--- src/rtl/core/asrp_pkg.sv ---
// Shared definitions for the ASCII status reply parser core.
// Holds the line-buffer size, the character codes and the scanner phase type.
// No dependencies; every other file in rtl/core imports this package.
`timescale 1ns / 1ps

package asrp_pkg;

  localparam int LINE_BUFFER = 24;
  localparam int COUNT_W     = $clog2(LINE_BUFFER);

  // Largest magnitude the accumulator holds; a negative result may reach it.
  localparam logic [31:0] MAG_LIMIT = 32'h8000_0000;

  localparam logic [7:0] CH_NUL   = 8'h00;
  localparam logic [7:0] CH_TAB   = 8'h09;
  localparam logic [7:0] CH_LF    = 8'h0A;
  localparam logic [7:0] CH_VT    = 8'h0B;
  localparam logic [7:0] CH_FF    = 8'h0C;
  localparam logic [7:0] CH_CR    = 8'h0D;
  localparam logic [7:0] CH_SPACE = 8'h20;
  localparam logic [7:0] CH_PLUS  = 8'h2B;
  localparam logic [7:0] CH_COMMA = 8'h2C;
  localparam logic [7:0] CH_MINUS = 8'h2D;
  localparam logic [7:0] CH_0     = 8'h30;
  localparam logic [7:0] CH_9     = 8'h39;
  localparam logic [7:0] CH_UP_E  = 8'h45;
  localparam logic [7:0] CH_UP_P  = 8'h50;
  localparam logic [7:0] CH_UP_S  = 8'h53;
  localparam logic [7:0] CH_LO_E  = 8'h65;
  localparam logic [7:0] CH_LO_P  = 8'h70;
  localparam logic [7:0] CH_LO_S  = 8'h73;

  localparam logic REQ_BYTE    = 1'b0;
  localparam logic REQ_TIMEOUT = 1'b1;

  typedef enum logic [5:0] {
    PH_SEEK   = 6'b000001,
    PH_LETTER = 6'b000010,
    PH_SPACE  = 6'b000100,
    PH_DIGITS = 6'b001000,
    PH_DONE   = 6'b010000,
    PH_BAD    = 6'b100000
  } phase_t;

endpackage

--- src/rtl/core/asrp_digit_acc.sv ---
// Decimal accumulator step for the status reply parser: accum * 10 + digit,
// saturated to the magnitude limit. Depends on asrp_pkg.
`timescale 1ns / 1ps

module asrp_digit_acc (
  input  logic [31:0] accum,
  input  logic [3:0]  digit,
  output logic [31:0] accum_next
);
  import asrp_pkg::*;

  logic [35:0] wide;

  // Times ten as two shifts and an add.
  assign wide = ({4'd0, accum} << 3) + ({4'd0, accum} << 1) + {32'd0, digit};

  assign accum_next = (wide >= {4'd0, MAG_LIMIT}) ? MAG_LIMIT : wide[31:0];

endmodule

--- src/rtl/core/ascii_status_reply_parser_core.sv ---
// Top level of the ASCII status reply parser: input register, on-the-fly line
// scanner and result register. Depends on asrp_pkg and asrp_digit_acc.
`timescale 1ns / 1ps

// Channel  Dir  Data fields (low bit up)                          User
// s_*      in   rx_byte[7:0], query_is_speed[8], zero pad to 16    req_type
// m_*      out  error_flag, busy_flag, reply_value[31:0],          reply_valid
//               param_echo, zero pad to 40
//
// Each beat is taken into an input register and scanned from there; a line's
// result is written to the output register when the beat that ends it is consumed.
// One beat per cycle is sustained; only a beat that ends a line waits, and
// only while the output register is full and not being taken.
// Synchronous active-high reset clears the line state and both valid flags.

module ascii_status_reply_parser_core (
  input  logic        clk,
  input  logic        rst,
  input  logic        s_tvalid,
  output logic        s_tready,
  input  logic [15:0] s_tdata,   // rx_byte[7:0], query_is_speed[8], pad
  input  logic        s_tuser,   // req_type
  output logic        m_tvalid,
  input  logic        m_tready,
  output logic [39:0] m_tdata,   // error_flag, busy_flag, reply_value, param_echo, pad
  output logic        m_tuser    // reply_valid
);
  import asrp_pkg::*;

  // Input register.
  logic       in_valid;
  logic       in_type;
  logic [7:0] in_byte;
  logic       in_speed;

  // Line state.
  logic [COUNT_W-1:0] stored_count, stored_count_next;
  logic               text_ended, text_ended_next;
  phase_t             phase, phase_next;
  logic               flag_error, flag_error_next;
  logic               flag_busy, flag_busy_next;
  logic               number_negative, number_negative_next;
  logic [31:0]        number_accum, number_accum_next;

  // Result register.
  logic        out_valid;
  logic        out_ok;
  logic        out_error;
  logic        out_busy;
  logic [31:0] out_value;
  logic        out_echo;

  logic        ends_line;
  logic        advance;
  logic        is_digit;
  logic [31:0] digit_accum;
  logic        res_ok;
  logic [31:0] res_value;

  assign ends_line = (in_type == REQ_TIMEOUT) || (in_byte == CH_LF);
  assign advance   = in_valid && (!ends_line || !out_valid || m_tready);
  assign s_tready  = !in_valid || advance;
  assign is_digit  = (in_byte inside {[CH_0:CH_9]});

  asrp_digit_acc u_digit_acc (
    .accum      (number_accum),
    .digit      (in_byte[3:0]),
    .accum_next (digit_accum)
  );

  always_ff @(posedge clk) begin
    if (rst) begin
      in_valid <= 1'b0;
    end else if (s_tready) begin
      in_valid <= s_tvalid;
    end
  end

  always_ff @(posedge clk) begin
    if (s_tready && s_tvalid) begin
      in_type  <= s_tuser;
      in_byte  <= s_tdata[7:0];
      in_speed <= s_tdata[8];
    end
  end

  // Character scanner and line bookkeeping.
  always_comb begin
    stored_count_next    = stored_count;
    text_ended_next      = text_ended;
    phase_next           = phase;
    flag_error_next      = flag_error;
    flag_busy_next       = flag_busy;
    number_negative_next = number_negative;
    number_accum_next    = number_accum;

    if (ends_line) begin
      stored_count_next    = '0;
      text_ended_next      = 1'b0;
      phase_next           = PH_SEEK;
      flag_error_next      = 1'b0;
      flag_busy_next       = 1'b0;
      number_negative_next = 1'b0;
      number_accum_next    = '0;
    end else if (in_byte != CH_CR &&
                 stored_count < COUNT_W'(LINE_BUFFER - 1)) begin
      stored_count_next = stored_count + COUNT_W'(1);
      if (!text_ended) begin
        if (in_byte == CH_NUL) begin
          text_ended_next = 1'b1;
        end else begin
          case (phase)
            PH_SEEK: begin
              if (in_byte == CH_COMMA) phase_next = PH_LETTER;
            end
            PH_LETTER: begin
              phase_next = PH_SPACE;
              if (in_byte == CH_UP_E) begin
                flag_error_next = 1'b1;
                flag_busy_next  = 1'b0;
              end else if (in_byte == CH_LO_E) begin
                flag_error_next = 1'b1;
                flag_busy_next  = 1'b1;
              end else if (in_byte inside {CH_LO_P, CH_LO_S}) begin
                flag_error_next = 1'b0;
                flag_busy_next  = 1'b1;
              end else if (in_byte inside {CH_UP_P, CH_UP_S}) begin
                flag_error_next = 1'b0;
                flag_busy_next  = 1'b0;
              end else begin
                phase_next = PH_BAD;
              end
            end
            PH_SPACE: begin
              if (in_byte inside {CH_SPACE, CH_TAB, CH_VT, CH_FF}) begin
                phase_next = PH_SPACE;
              end else if (in_byte == CH_MINUS) begin
                number_negative_next = 1'b1;
                phase_next           = PH_DIGITS;
              end else if (in_byte == CH_PLUS) begin
                phase_next = PH_DIGITS;
              end else if (is_digit) begin
                number_accum_next = digit_accum;
                phase_next        = PH_DIGITS;
              end else begin
                phase_next = PH_DONE;
              end
            end
            PH_DIGITS: begin
              if (is_digit) number_accum_next = digit_accum;
              else phase_next = PH_DONE;
            end
            default: begin
              phase_next = phase;
            end
          endcase
        end
      end
    end
  end

  assign res_ok = (phase == PH_SPACE) || (phase == PH_DIGITS) || (phase == PH_DONE);

  always_comb begin
    if (!res_ok) begin
      res_value = '0;
    end else if (number_negative) begin
      res_value = 32'd0 - number_accum;
    end else if (number_accum >= MAG_LIMIT) begin
      res_value = MAG_LIMIT - 32'd1;
    end else begin
      res_value = number_accum;
    end
  end

  always_ff @(posedge clk) begin
    if (rst) begin
      stored_count    <= '0;
      text_ended      <= 1'b0;
      phase           <= PH_SEEK;
      flag_error      <= 1'b0;
      flag_busy       <= 1'b0;
      number_negative <= 1'b0;
      number_accum    <= '0;
    end else if (advance) begin
      stored_count    <= stored_count_next;
      text_ended      <= text_ended_next;
      phase           <= phase_next;
      flag_error      <= flag_error_next;
      flag_busy       <= flag_busy_next;
      number_negative <= number_negative_next;
      number_accum    <= number_accum_next;
    end
  end

  always_ff @(posedge clk) begin
    if (rst) begin
      out_valid <= 1'b0;
    end else if (advance && ends_line) begin
      out_valid <= 1'b1;
    end else if (m_tready) begin
      out_valid <= 1'b0;
    end
  end

  always_ff @(posedge clk) begin
    if (advance && ends_line) begin
      out_ok    <= res_ok;
      out_error <= res_ok && flag_error;
      out_busy  <= res_ok && flag_busy;
      out_value <= res_value;
      out_echo  <= in_speed;
    end
  end

  assign m_tvalid = out_valid;
  assign m_tuser  = out_ok;
  assign m_tdata  = {5'd0, out_echo, out_value, out_busy, out_error};

endmodule
--- config.mk ---
export PLATFORM = sky130hd
export DESIGN_NAME = ascii_status_reply_parser_core
export DESIGN_NICKNAME = d
export VERILOG_FILES = /design/src/rtl/core/asrp_pkg.sv /design/src/rtl/core/asrp_digit_acc.sv /design/src/rtl/core/ascii_status_reply_parser_core.sv
export SDC_FILE = /design/constraint.sdc
export NUM_CORES = 1
export LEC_CHECK = 0
export BUFFER_PORTS_ARGS = -buffer_cell sky130_fd_sc_hd__buf_4
export CAP_MARGIN = 20
export CORE_ASPECT_RATIO = 0.6
export CORE_MARGIN = 2
export CORE_UTILIZATION = 35
export DETAILED_ROUTE_END_ITERATION = 8
export SYNTH_ARGS = -nofsm -noshare
export SYNTH_HDL_FRONTEND = slang
export SYNTH_SLANG_ARGS = --single-unit
--- constraint.sdc ---
create_clock -name clk -period 6.1 [get_ports clk]
set_clock_uncertainty 0.15 [all_clocks]
set_input_delay 1.22 -clock clk [delete_from_list [all_inputs] [get_ports clk]]
set_output_delay 1.22 -clock clk [all_outputs]
set_load 0.005 [all_outputs]
### Word-level counts from Yosys, hierarchy flattened

Cells that the tools add are included.

* register bits after elaboration: 95
* output and inout bits: 43

* $add $sub $neg: 4
* order comparisons: 5
* equal/unequal tests: 28
* mux-type cells: 59
* reduce and logical (&&, ||, !) cells: 33

Operators by type and width (number)
* 32-bit 2-to-1 mux: 11
* 32-bit one-hot mux with 2 select lines: 1
* 6-bit 2-to-1 mux: 10
* 8-bit by 7-bit == test with 1-bit output (second input constant): 6
* 35-bit by 33-bit adder with 36-bit output: 1
* 36-bit by 4-bit adder with 36-bit output: 1
* 36-bit by 32-bit >= comparator with 1-bit output (second input constant): 1
* 8-bit by 4-bit == test with 1-bit output (second input constant): 4
* 8-bit by 6-bit == test with 1-bit output (second input constant): 4
* 32-bit >= comparator (second input constant): 1
* 1-bit by 32-bit subtractor with 32-bit output (first input constant): 1
* 1-bit 2-to-1 mux: 30
* 5-bit 2-to-1 mux: 6
* 6-bit one-hot mux with 4 select lines: 1
* 3-bit != test (second input constant): 5
* 7-bit AND reduction: 2
* 2-bit nonzero test: 7
* 5-bit nonzero test: 2
* 8-bit by 6-bit >= comparator with 1-bit output (second input constant): 1
* 8-bit by 6-bit less-or-equal comparator with 1-bit output (second input constant): 1
* 8-bit zero test: 1
* 8-bit by 4-bit != test with 1-bit output (second input constant): 1
* 8-bit AND reduction: 1
* 1-bit logical AND: 7
* 15 further kinds: 23

### Depth between registers and ports, before layout

* word-level depth: 13
* mapped depth: 14

### Modules after synthesis

A second synthesis with hierarchy kept.

* cells, all modules: 795
* area, all modules: 7458.4 um^2

Modules (own cells, without submodules)
* ascii_status_reply_parser_core: instances 1, cells each 470, area each 4899.7 um^2, seq. area each 2362.3 um^2
* asrp_digit_acc: instances 1, cells each 325, area each 2558.7 um^2, seq. area each 0.0 um^2

### Least setup slack after synthesis

OpenSTA, ideal clock, no wires.

* kind: reg2reg
* start point: register in_byte[3]
* end point: register number_accum[0]
* library setup time: 0.058 ns
* arrival time: 3.460 ns
* data required time: 5.892 ns
* setup slack: 2.433 ns
* stages on the path, launching flop included: 15
* buffers on the path: 2
* period minus slack after synthesis: 3.667 ns
* cells stage by stage: edfxtp_1 > clkbuf_1 > inv_1 > fa_1 > inv_1 > ha_1 > a211o_1 > a211oi_1 > o211ai_1 > o21ai_1 > mux2i_1 > o311ai_1 > nor4b_2 > buf_4 > a22o_2

* cells in the longest elaborated chain, start to end: 12
* elaborated cells between the ends (all ways): 39

Ends and longest elaborated chain
* start, declared: RTL line ascii_status_reply_parser_core.sv:33 `logic [7:0] in_byte;`
* start signal, assigned: RTL line ascii_status_reply_parser_core.sv:82 `in_byte <= s_tdata[7:0];`
* 36-bit by 4-bit adder with 36-bit output: RTL line asrp_digit_acc.sv:15 `assign wide = ({4'd0, accum} << 3) + ({4'd0, accum} << 1) + {32'd0, digit};`
* 36-bit by 32-bit >= comparator with 1-bit output: RTL line asrp_digit_acc.sv:17 `assign accum_next = (wide >= {4'd0, MAG_LIMIT}) ? MAG_LIMIT : wide[31:0];`
* 32-bit 2-to-1 mux: RTL line asrp_digit_acc.sv:17
* 32-bit 2-to-1 mux: RTL line ascii_status_reply_parser_core.sv:142, ascii_status_reply_parser_core.sv:150
* 32-bit 2-to-1 mux: RTL line ascii_status_reply_parser_core.sv:140 `end else if (in_byte == CH_PLUS) begin`
* 32-bit 2-to-1 mux: RTL line ascii_status_reply_parser_core.sv:137 `end else if (in_byte == CH_MINUS) begin`
* 32-bit 2-to-1 mux: RTL line ascii_status_reply_parser_core.sv:135 `if (in_byte inside {CH_SPACE, CH_TAB, CH_VT, CH_FF}) begin`
* 32-bit one-hot mux with 2 select lines: RTL line ascii_status_reply_parser_core.sv:112 `case (phase)`
* 32-bit 2-to-1 mux: RTL line ascii_status_reply_parser_core.sv:109 `if (in_byte == CH_NUL) begin`
* 32-bit 2-to-1 mux: RTL line ascii_status_reply_parser_core.sv:108 `if (!text_ended) begin`
* 32-bit 2-to-1 mux: RTL line ascii_status_reply_parser_core.sv:105 `end else if (in_byte != CH_CR &&`
* 32-bit 2-to-1 mux: RTL line ascii_status_reply_parser_core.sv:97 `if (ends_line) begin`
* end signal, assigned: RTL line ascii_status_reply_parser_core.sv:192 `number_accum <= number_accum_next;`
* end, declared: RTL line ascii_status_reply_parser_core.sv:43 `logic [31:0] number_accum, number_accum_next;`

Several ways; a longest one is shown, not always the timed one. The select of a mux whose other input is x is not followed.
A chain may end at the register's enable or synchronous reset.

### Worst setup path after layout

* start point: register in_byte[3]
* end point: register number_accum[21]

The elaborated chain is that of the path after synthesis.

==> results.md <==
Run status:
- The flow ran to the end, and the final reports show no timing, DRC or antenna violations.

Place:
- The global placement routability congestion is 0.902.
- The placement-stage cell area is 7540 µm².
- Detailed placement finished with a half-perimeter wire length of 14,000 µm.
- The post-placement cell count is 1,054.
- Port buffering added 51 buffers.
- At the placement stage, the worst setup path has a slack of 1430 ps.

Timing:
- The worst hold slack is 271 ps.
- The setup slack after layout is 1380 ps.
- The fraction of the cycle the final worst path needs is 77.3%.
- For the finished layout, the period the worst path requires is 4720 ps.
- For the pin with the worst max-slew slack, the measured transition is 847 ps.
- The remaining max-slew budget at the tightest pin is 43.3%.
- The number of hold-slack violations in the final timing report is 0.
- Timing would allow up to 0.212 GHz.
- The total of endpoints with negative setup slack in the final report is 0.
- The number of max-slew violations in the final report came to 0.
- Setup repair after global routing left no endpoint under its margin.
- The summed negative setup slack over all endpoints is 0 ps.

Yosys:
- After Yosys synthesis, and, or, nand and nor cells account for 18.8% of the synthesized area.
- The total standard cell area after synthesis is 6990 µm².
- The count of unique library cells instantiated by Yosys is 79.
- Dividing the synthesized area by the synthesized cell count gives 9.03 µm².
- The adder and majority gate portion of the synthesized area is 12.2%.
- The register area share after synthesis is 33.8%.
- The commonest register cell after synthesis is sky130_fd_sc_hd__dfxtp_1.
- The fraction of the mapped netlist area in compound gates is 25.0%.
- The number of storage elements in the synthesis netlist is 95.
- In the synthesized netlist the async set-or-reset flop fraction comes to 0%.
- The synthesized netlist devotes 4.51% of its cell area to XOR and XNOR gates.
- Synthesis produced a netlist whose cell count is 774.
- Yosys mapped a number of flops with a built-in enable equal to 46.
- Yosys printed 0 warnings.
- After synthesis, the largest family of logic cells by area is compound AO/OA/AOI/OAI gates.
- The proportion of synthesized area in mux cells is 0.716%.

Setup path:
- STA puts the critical path data required time at 6250 ps.
- The start-to-end type of the worst setup path is reg -> reg.
- The largest driver fanout on the critical path is 18.
- The worst setup path is captured at a register.
- Data on the critical path arrives at its endpoint at 4860 ps.
- The sort of element at the start of the critical path is a register.

Global route:
- Global routing consumed, over all layers together, 17.2% of the routing resources.
- The total overflow left after global routing is 0.
- Entering global routing, the biggest net connects 50 pins.
- The via count of the first global-routing pass is 5,337.
- The initial antenna violation count is 0.
- The first global-routing pass estimated 29,300 µm of wire.

Floorplan:
- Row generation in the floorplan step produced 39 rows.
- The width of the die is 186 µm.
- The number of placed I/O pins is 64.
- The area enclosed by the die boundary is 21,200 µm².
- The core region is 19,300 µm².
- Once the floorplan was initialized, standard cells occupied 36.2% of the core.
- The die outline height is 113 µm.

Clock tree:
- The number of clock buffers added by TritonCTS is 9.
- The number of sinks handled by clock tree synthesis is 95.
- TritonCTS built the clock tree.
- Once the clock tree was built, the resizer swapped 0 gates to a different size.
- The total of hold buffers inserted after clock tree synthesis is 0.
- The number of levels the H-tree was split into is 3.
- The clock latency on the worst-skew pair is 350 ps.
- The number of setup buffers added after CTS is 0.
- After clock tree synthesis, the clock-pin slew on the worst setup and hold paths is 70 ps.
- In this run the deepest clock path goes through 2 buffers.
- The cell chosen for the clock root is sky130_fd_sc_hd__clkbuf_16.

Power:
- The leakage power total is 3.47 nW.
- In this run the power density over the cells is 162 nW/µm².
- VDD sags by at most 0.000136 V.

Detailed routing:
- The number of antenna-violating nets in the routed design is 0.
- The detailed-router iteration count before antenna repair is 5.
- In the routed layout, each cell is associated on average with a via count of 5.66.
- The first-iteration detailed-routing DRC count is 590.
- The mean routed wirelength per cell is 16.7 µm.
- The detailed router placed 6,058 vias in this run.
- For this block, the routed nets add up to 17,900 µm of wire.
- In the routed design, unresolved DRC markers number 0.

Final layout:
- The sequential standard cell area is 2360 µm².
- The number of nets in the layout is 887.
- Summing all multi-input logic gate instances after layout gives 4320 µm².
- Relative to the synthesized area, the layout overhead comes to 11.6%.
- The final cell area excluding filler cells is 7800 µm².
- The finished layout holds 1,070 standard cells, fillers aside.
- Counting the fill cells in the layout gives 1,937.
- The share of cells above drive strength 1 is 12.4%.
- The number of diodes is 0.

Min path:
- The type of the most critical hold path is reg -> reg.

Flow run:
- Max-cap violations in this run came to 0.
[metrics by stage]
step	util, %	power (mW)
floorplan	-	0.732
global placement	39.0	0.755
detailed placement	39.0	0.756
CTS	40.4	1.28
global route	40.4	1.31
finish	40.4	1.26
[cell type report]
| type | count | area share [%] |
|---|---|---|
| inverters | 24 | 1.15 |
| multi-input cells | 611 | 55.3 |
| clock buffers | 12 | 3.03 |
| flip-flops and latches | 95 | 30.3 |
| clock inverters | 4 | 0.401 |
| repair buffers | 58 | 5.58 |
| well taps | 266 | 4.26 |
[cell families (layout without fill, tap and decap cells)]
logic type | count (synthesis) | after routing
xor gates and xnor gates | 36 | 36
other | 1 | 5
adders and majority gates | 67 | 67
AOI/OAI and AO/OA | 243 | 243
muxes | 5 | 5
DFF | 95 | 95
and+or+nand+nor | 255 | 255
buffers and inverters | 72 | 98
[critical path: stages, from the launching register on]
cell	delay [ps]
sky130_fd_sc_hd__edfxtp_1	500
sky130_fd_sc_hd__inv_1	130
sky130_fd_sc_hd__fa_1	600
sky130_fd_sc_hd__inv_1	60
sky130_fd_sc_hd__ha_1	300
sky130_fd_sc_hd__a211o_1	300
sky130_fd_sc_hd__a211oi_1	430
sky130_fd_sc_hd__o211ai_1	140
sky130_fd_sc_hd__o21ai_1	310
sky130_fd_sc_hd__mux2i_1	220
sky130_fd_sc_hd__o311ai_1	200
sky130_fd_sc_hd__nor4b_4	800
sky130_fd_sc_hd__buf_4	360
sky130_fd_sc_hd__a22o_1	160
[final timing paths]
| check | startpoint | end | slack [ps] | depth (start not counted) |
|---|---|---|---|---|
| worst max-delay path | in_byte[3]$_DFFE_PP_ | number_accum[21]$_SDFFE_PP0P_ | 1380 | 13 |
| worst min-delay path | in_speed$_DFFE_PP_ | out_echo$_DFFE_PP_ | 270 | 0 |
| worst max register to register | in_byte[3]$_DFFE_PP_ | number_accum[21]$_SDFFE_PP0P_ | 1380 | 13 |
| worst min register to register | in_speed$_DFFE_PP_ | out_echo$_DFFE_PP_ | 270 | 0 |
[flip-flops by register name, summed over array words and instances, names as in the netlist, 5 cells and up]
register,cells
phase,6
in_byte,8
stored_count,5
number_accum,32
out_value,32
[synth_stat cells (all sizes together), types with 3 or more instances]
library cell | count | area, µm²
ha | 65 | 813
a22o | 34 | 299
a2111oi | 3 | 32.5
a211o | 5 | 45.0
dfxtp | 49 | 981
a41oi | 4 | 35.0
o21ai | 28 | 140
mux2i | 5 | 50.1
a21oi | 56 | 284
and2 | 5 | 31.3
and3 | 5 | 31.3
or3 | 11 | 83.8
inv | 24 | 90.1
o211a | 3 | 30.0
clkbuf | 35 | 151
nor4 | 8 | 56.3
buf | 12 | 90.1
o221a | 4 | 45.0
nand2b | 9 | 56.3
a311oi | 20 | 175
a31oi | 16 | 100
o21a | 3 | 22.5
o21bai | 3 | 22.5
nor2 | 83 | 312
o31ai | 4 | 30.0
nand2 | 51 | 191
o211ai | 11 | 82.6
xnor2 | 16 | 140
nand4 | 13 | 81.3
or4 | 7 | 60.1
nor3 | 29 | 166
nor2b | 4 | 25.0
a211oi | 8 | 60.1
a21o | 18 | 135
a31o | 3 | 26.3
nand3 | 16 | 80.1
xor2 | 20 | 175
edfxtp | 46 | 1380
a32oi | 3 | 26.3
o21ba | 3 | 30.0
[routing by layer]
metal | global-route usage [%] | vias up | part of all wire, %
met5 | 0 | - | 0
met4 | 4.18 | 0 | 1.2
met3 | 4.22 | 13 | 8.0
met2 | 20.1 | 213 | 33
met1 | 29.1 | 2820 | 57
li1 | - | 3012 | -
[where the power goes]
part	internal, mW	total (mW)	switching [mW]	leakage [nW]
Sequential	0.678	0.688	0.0103	0.836
Clock	0.279	0.522	0.243	0.131
Combinational	0.0227	0.0538	0.0310	2.50
Total	0.980	1.26	0.285	3.47
[cell usage in the layout, fill, tap and decap left out, types with 5 or more instances in the layout]
cell	n
sky130_fd_sc_hd__nor3_1	26
sky130_fd_sc_hd__conb_1	5
sky130_fd_sc_hd__ha_1	65
sky130_fd_sc_hd__mux2i_1	5
sky130_fd_sc_hd__edfxtp_1	46
sky130_fd_sc_hd__nor4_1	7
sky130_fd_sc_hd__xnor2_1	16
sky130_fd_sc_hd__a21oi_1	54
sky130_fd_sc_hd__xor2_1	20
sky130_fd_sc_hd__dfxtp_1	49
sky130_fd_sc_hd__or3_1	8
sky130_fd_sc_hd__inv_1	24
sky130_fd_sc_hd__nand2b_1	9
sky130_fd_sc_hd__nand4_1	13
sky130_fd_sc_hd__and2_1	5
sky130_fd_sc_hd__a21o_1	18
sky130_fd_sc_hd__and3_1	5
sky130_fd_sc_hd__clkbuf_16	9
sky130_fd_sc_hd__a22o_1	33
sky130_fd_sc_hd__nand2_1	51
sky130_fd_sc_hd__a311oi_1	20
sky130_fd_sc_hd__a31oi_1	16
sky130_fd_sc_hd__buf_4	58
sky130_fd_sc_hd__o21ai_0	26
sky130_fd_sc_hd__nor2_1	83
sky130_fd_sc_hd__nand3_1	16
sky130_fd_sc_hd__a211oi_1	8
sky130_fd_sc_hd__or4_1	5
sky130_fd_sc_hd__o211ai_1	11
(Power assumes the default switching activity.)
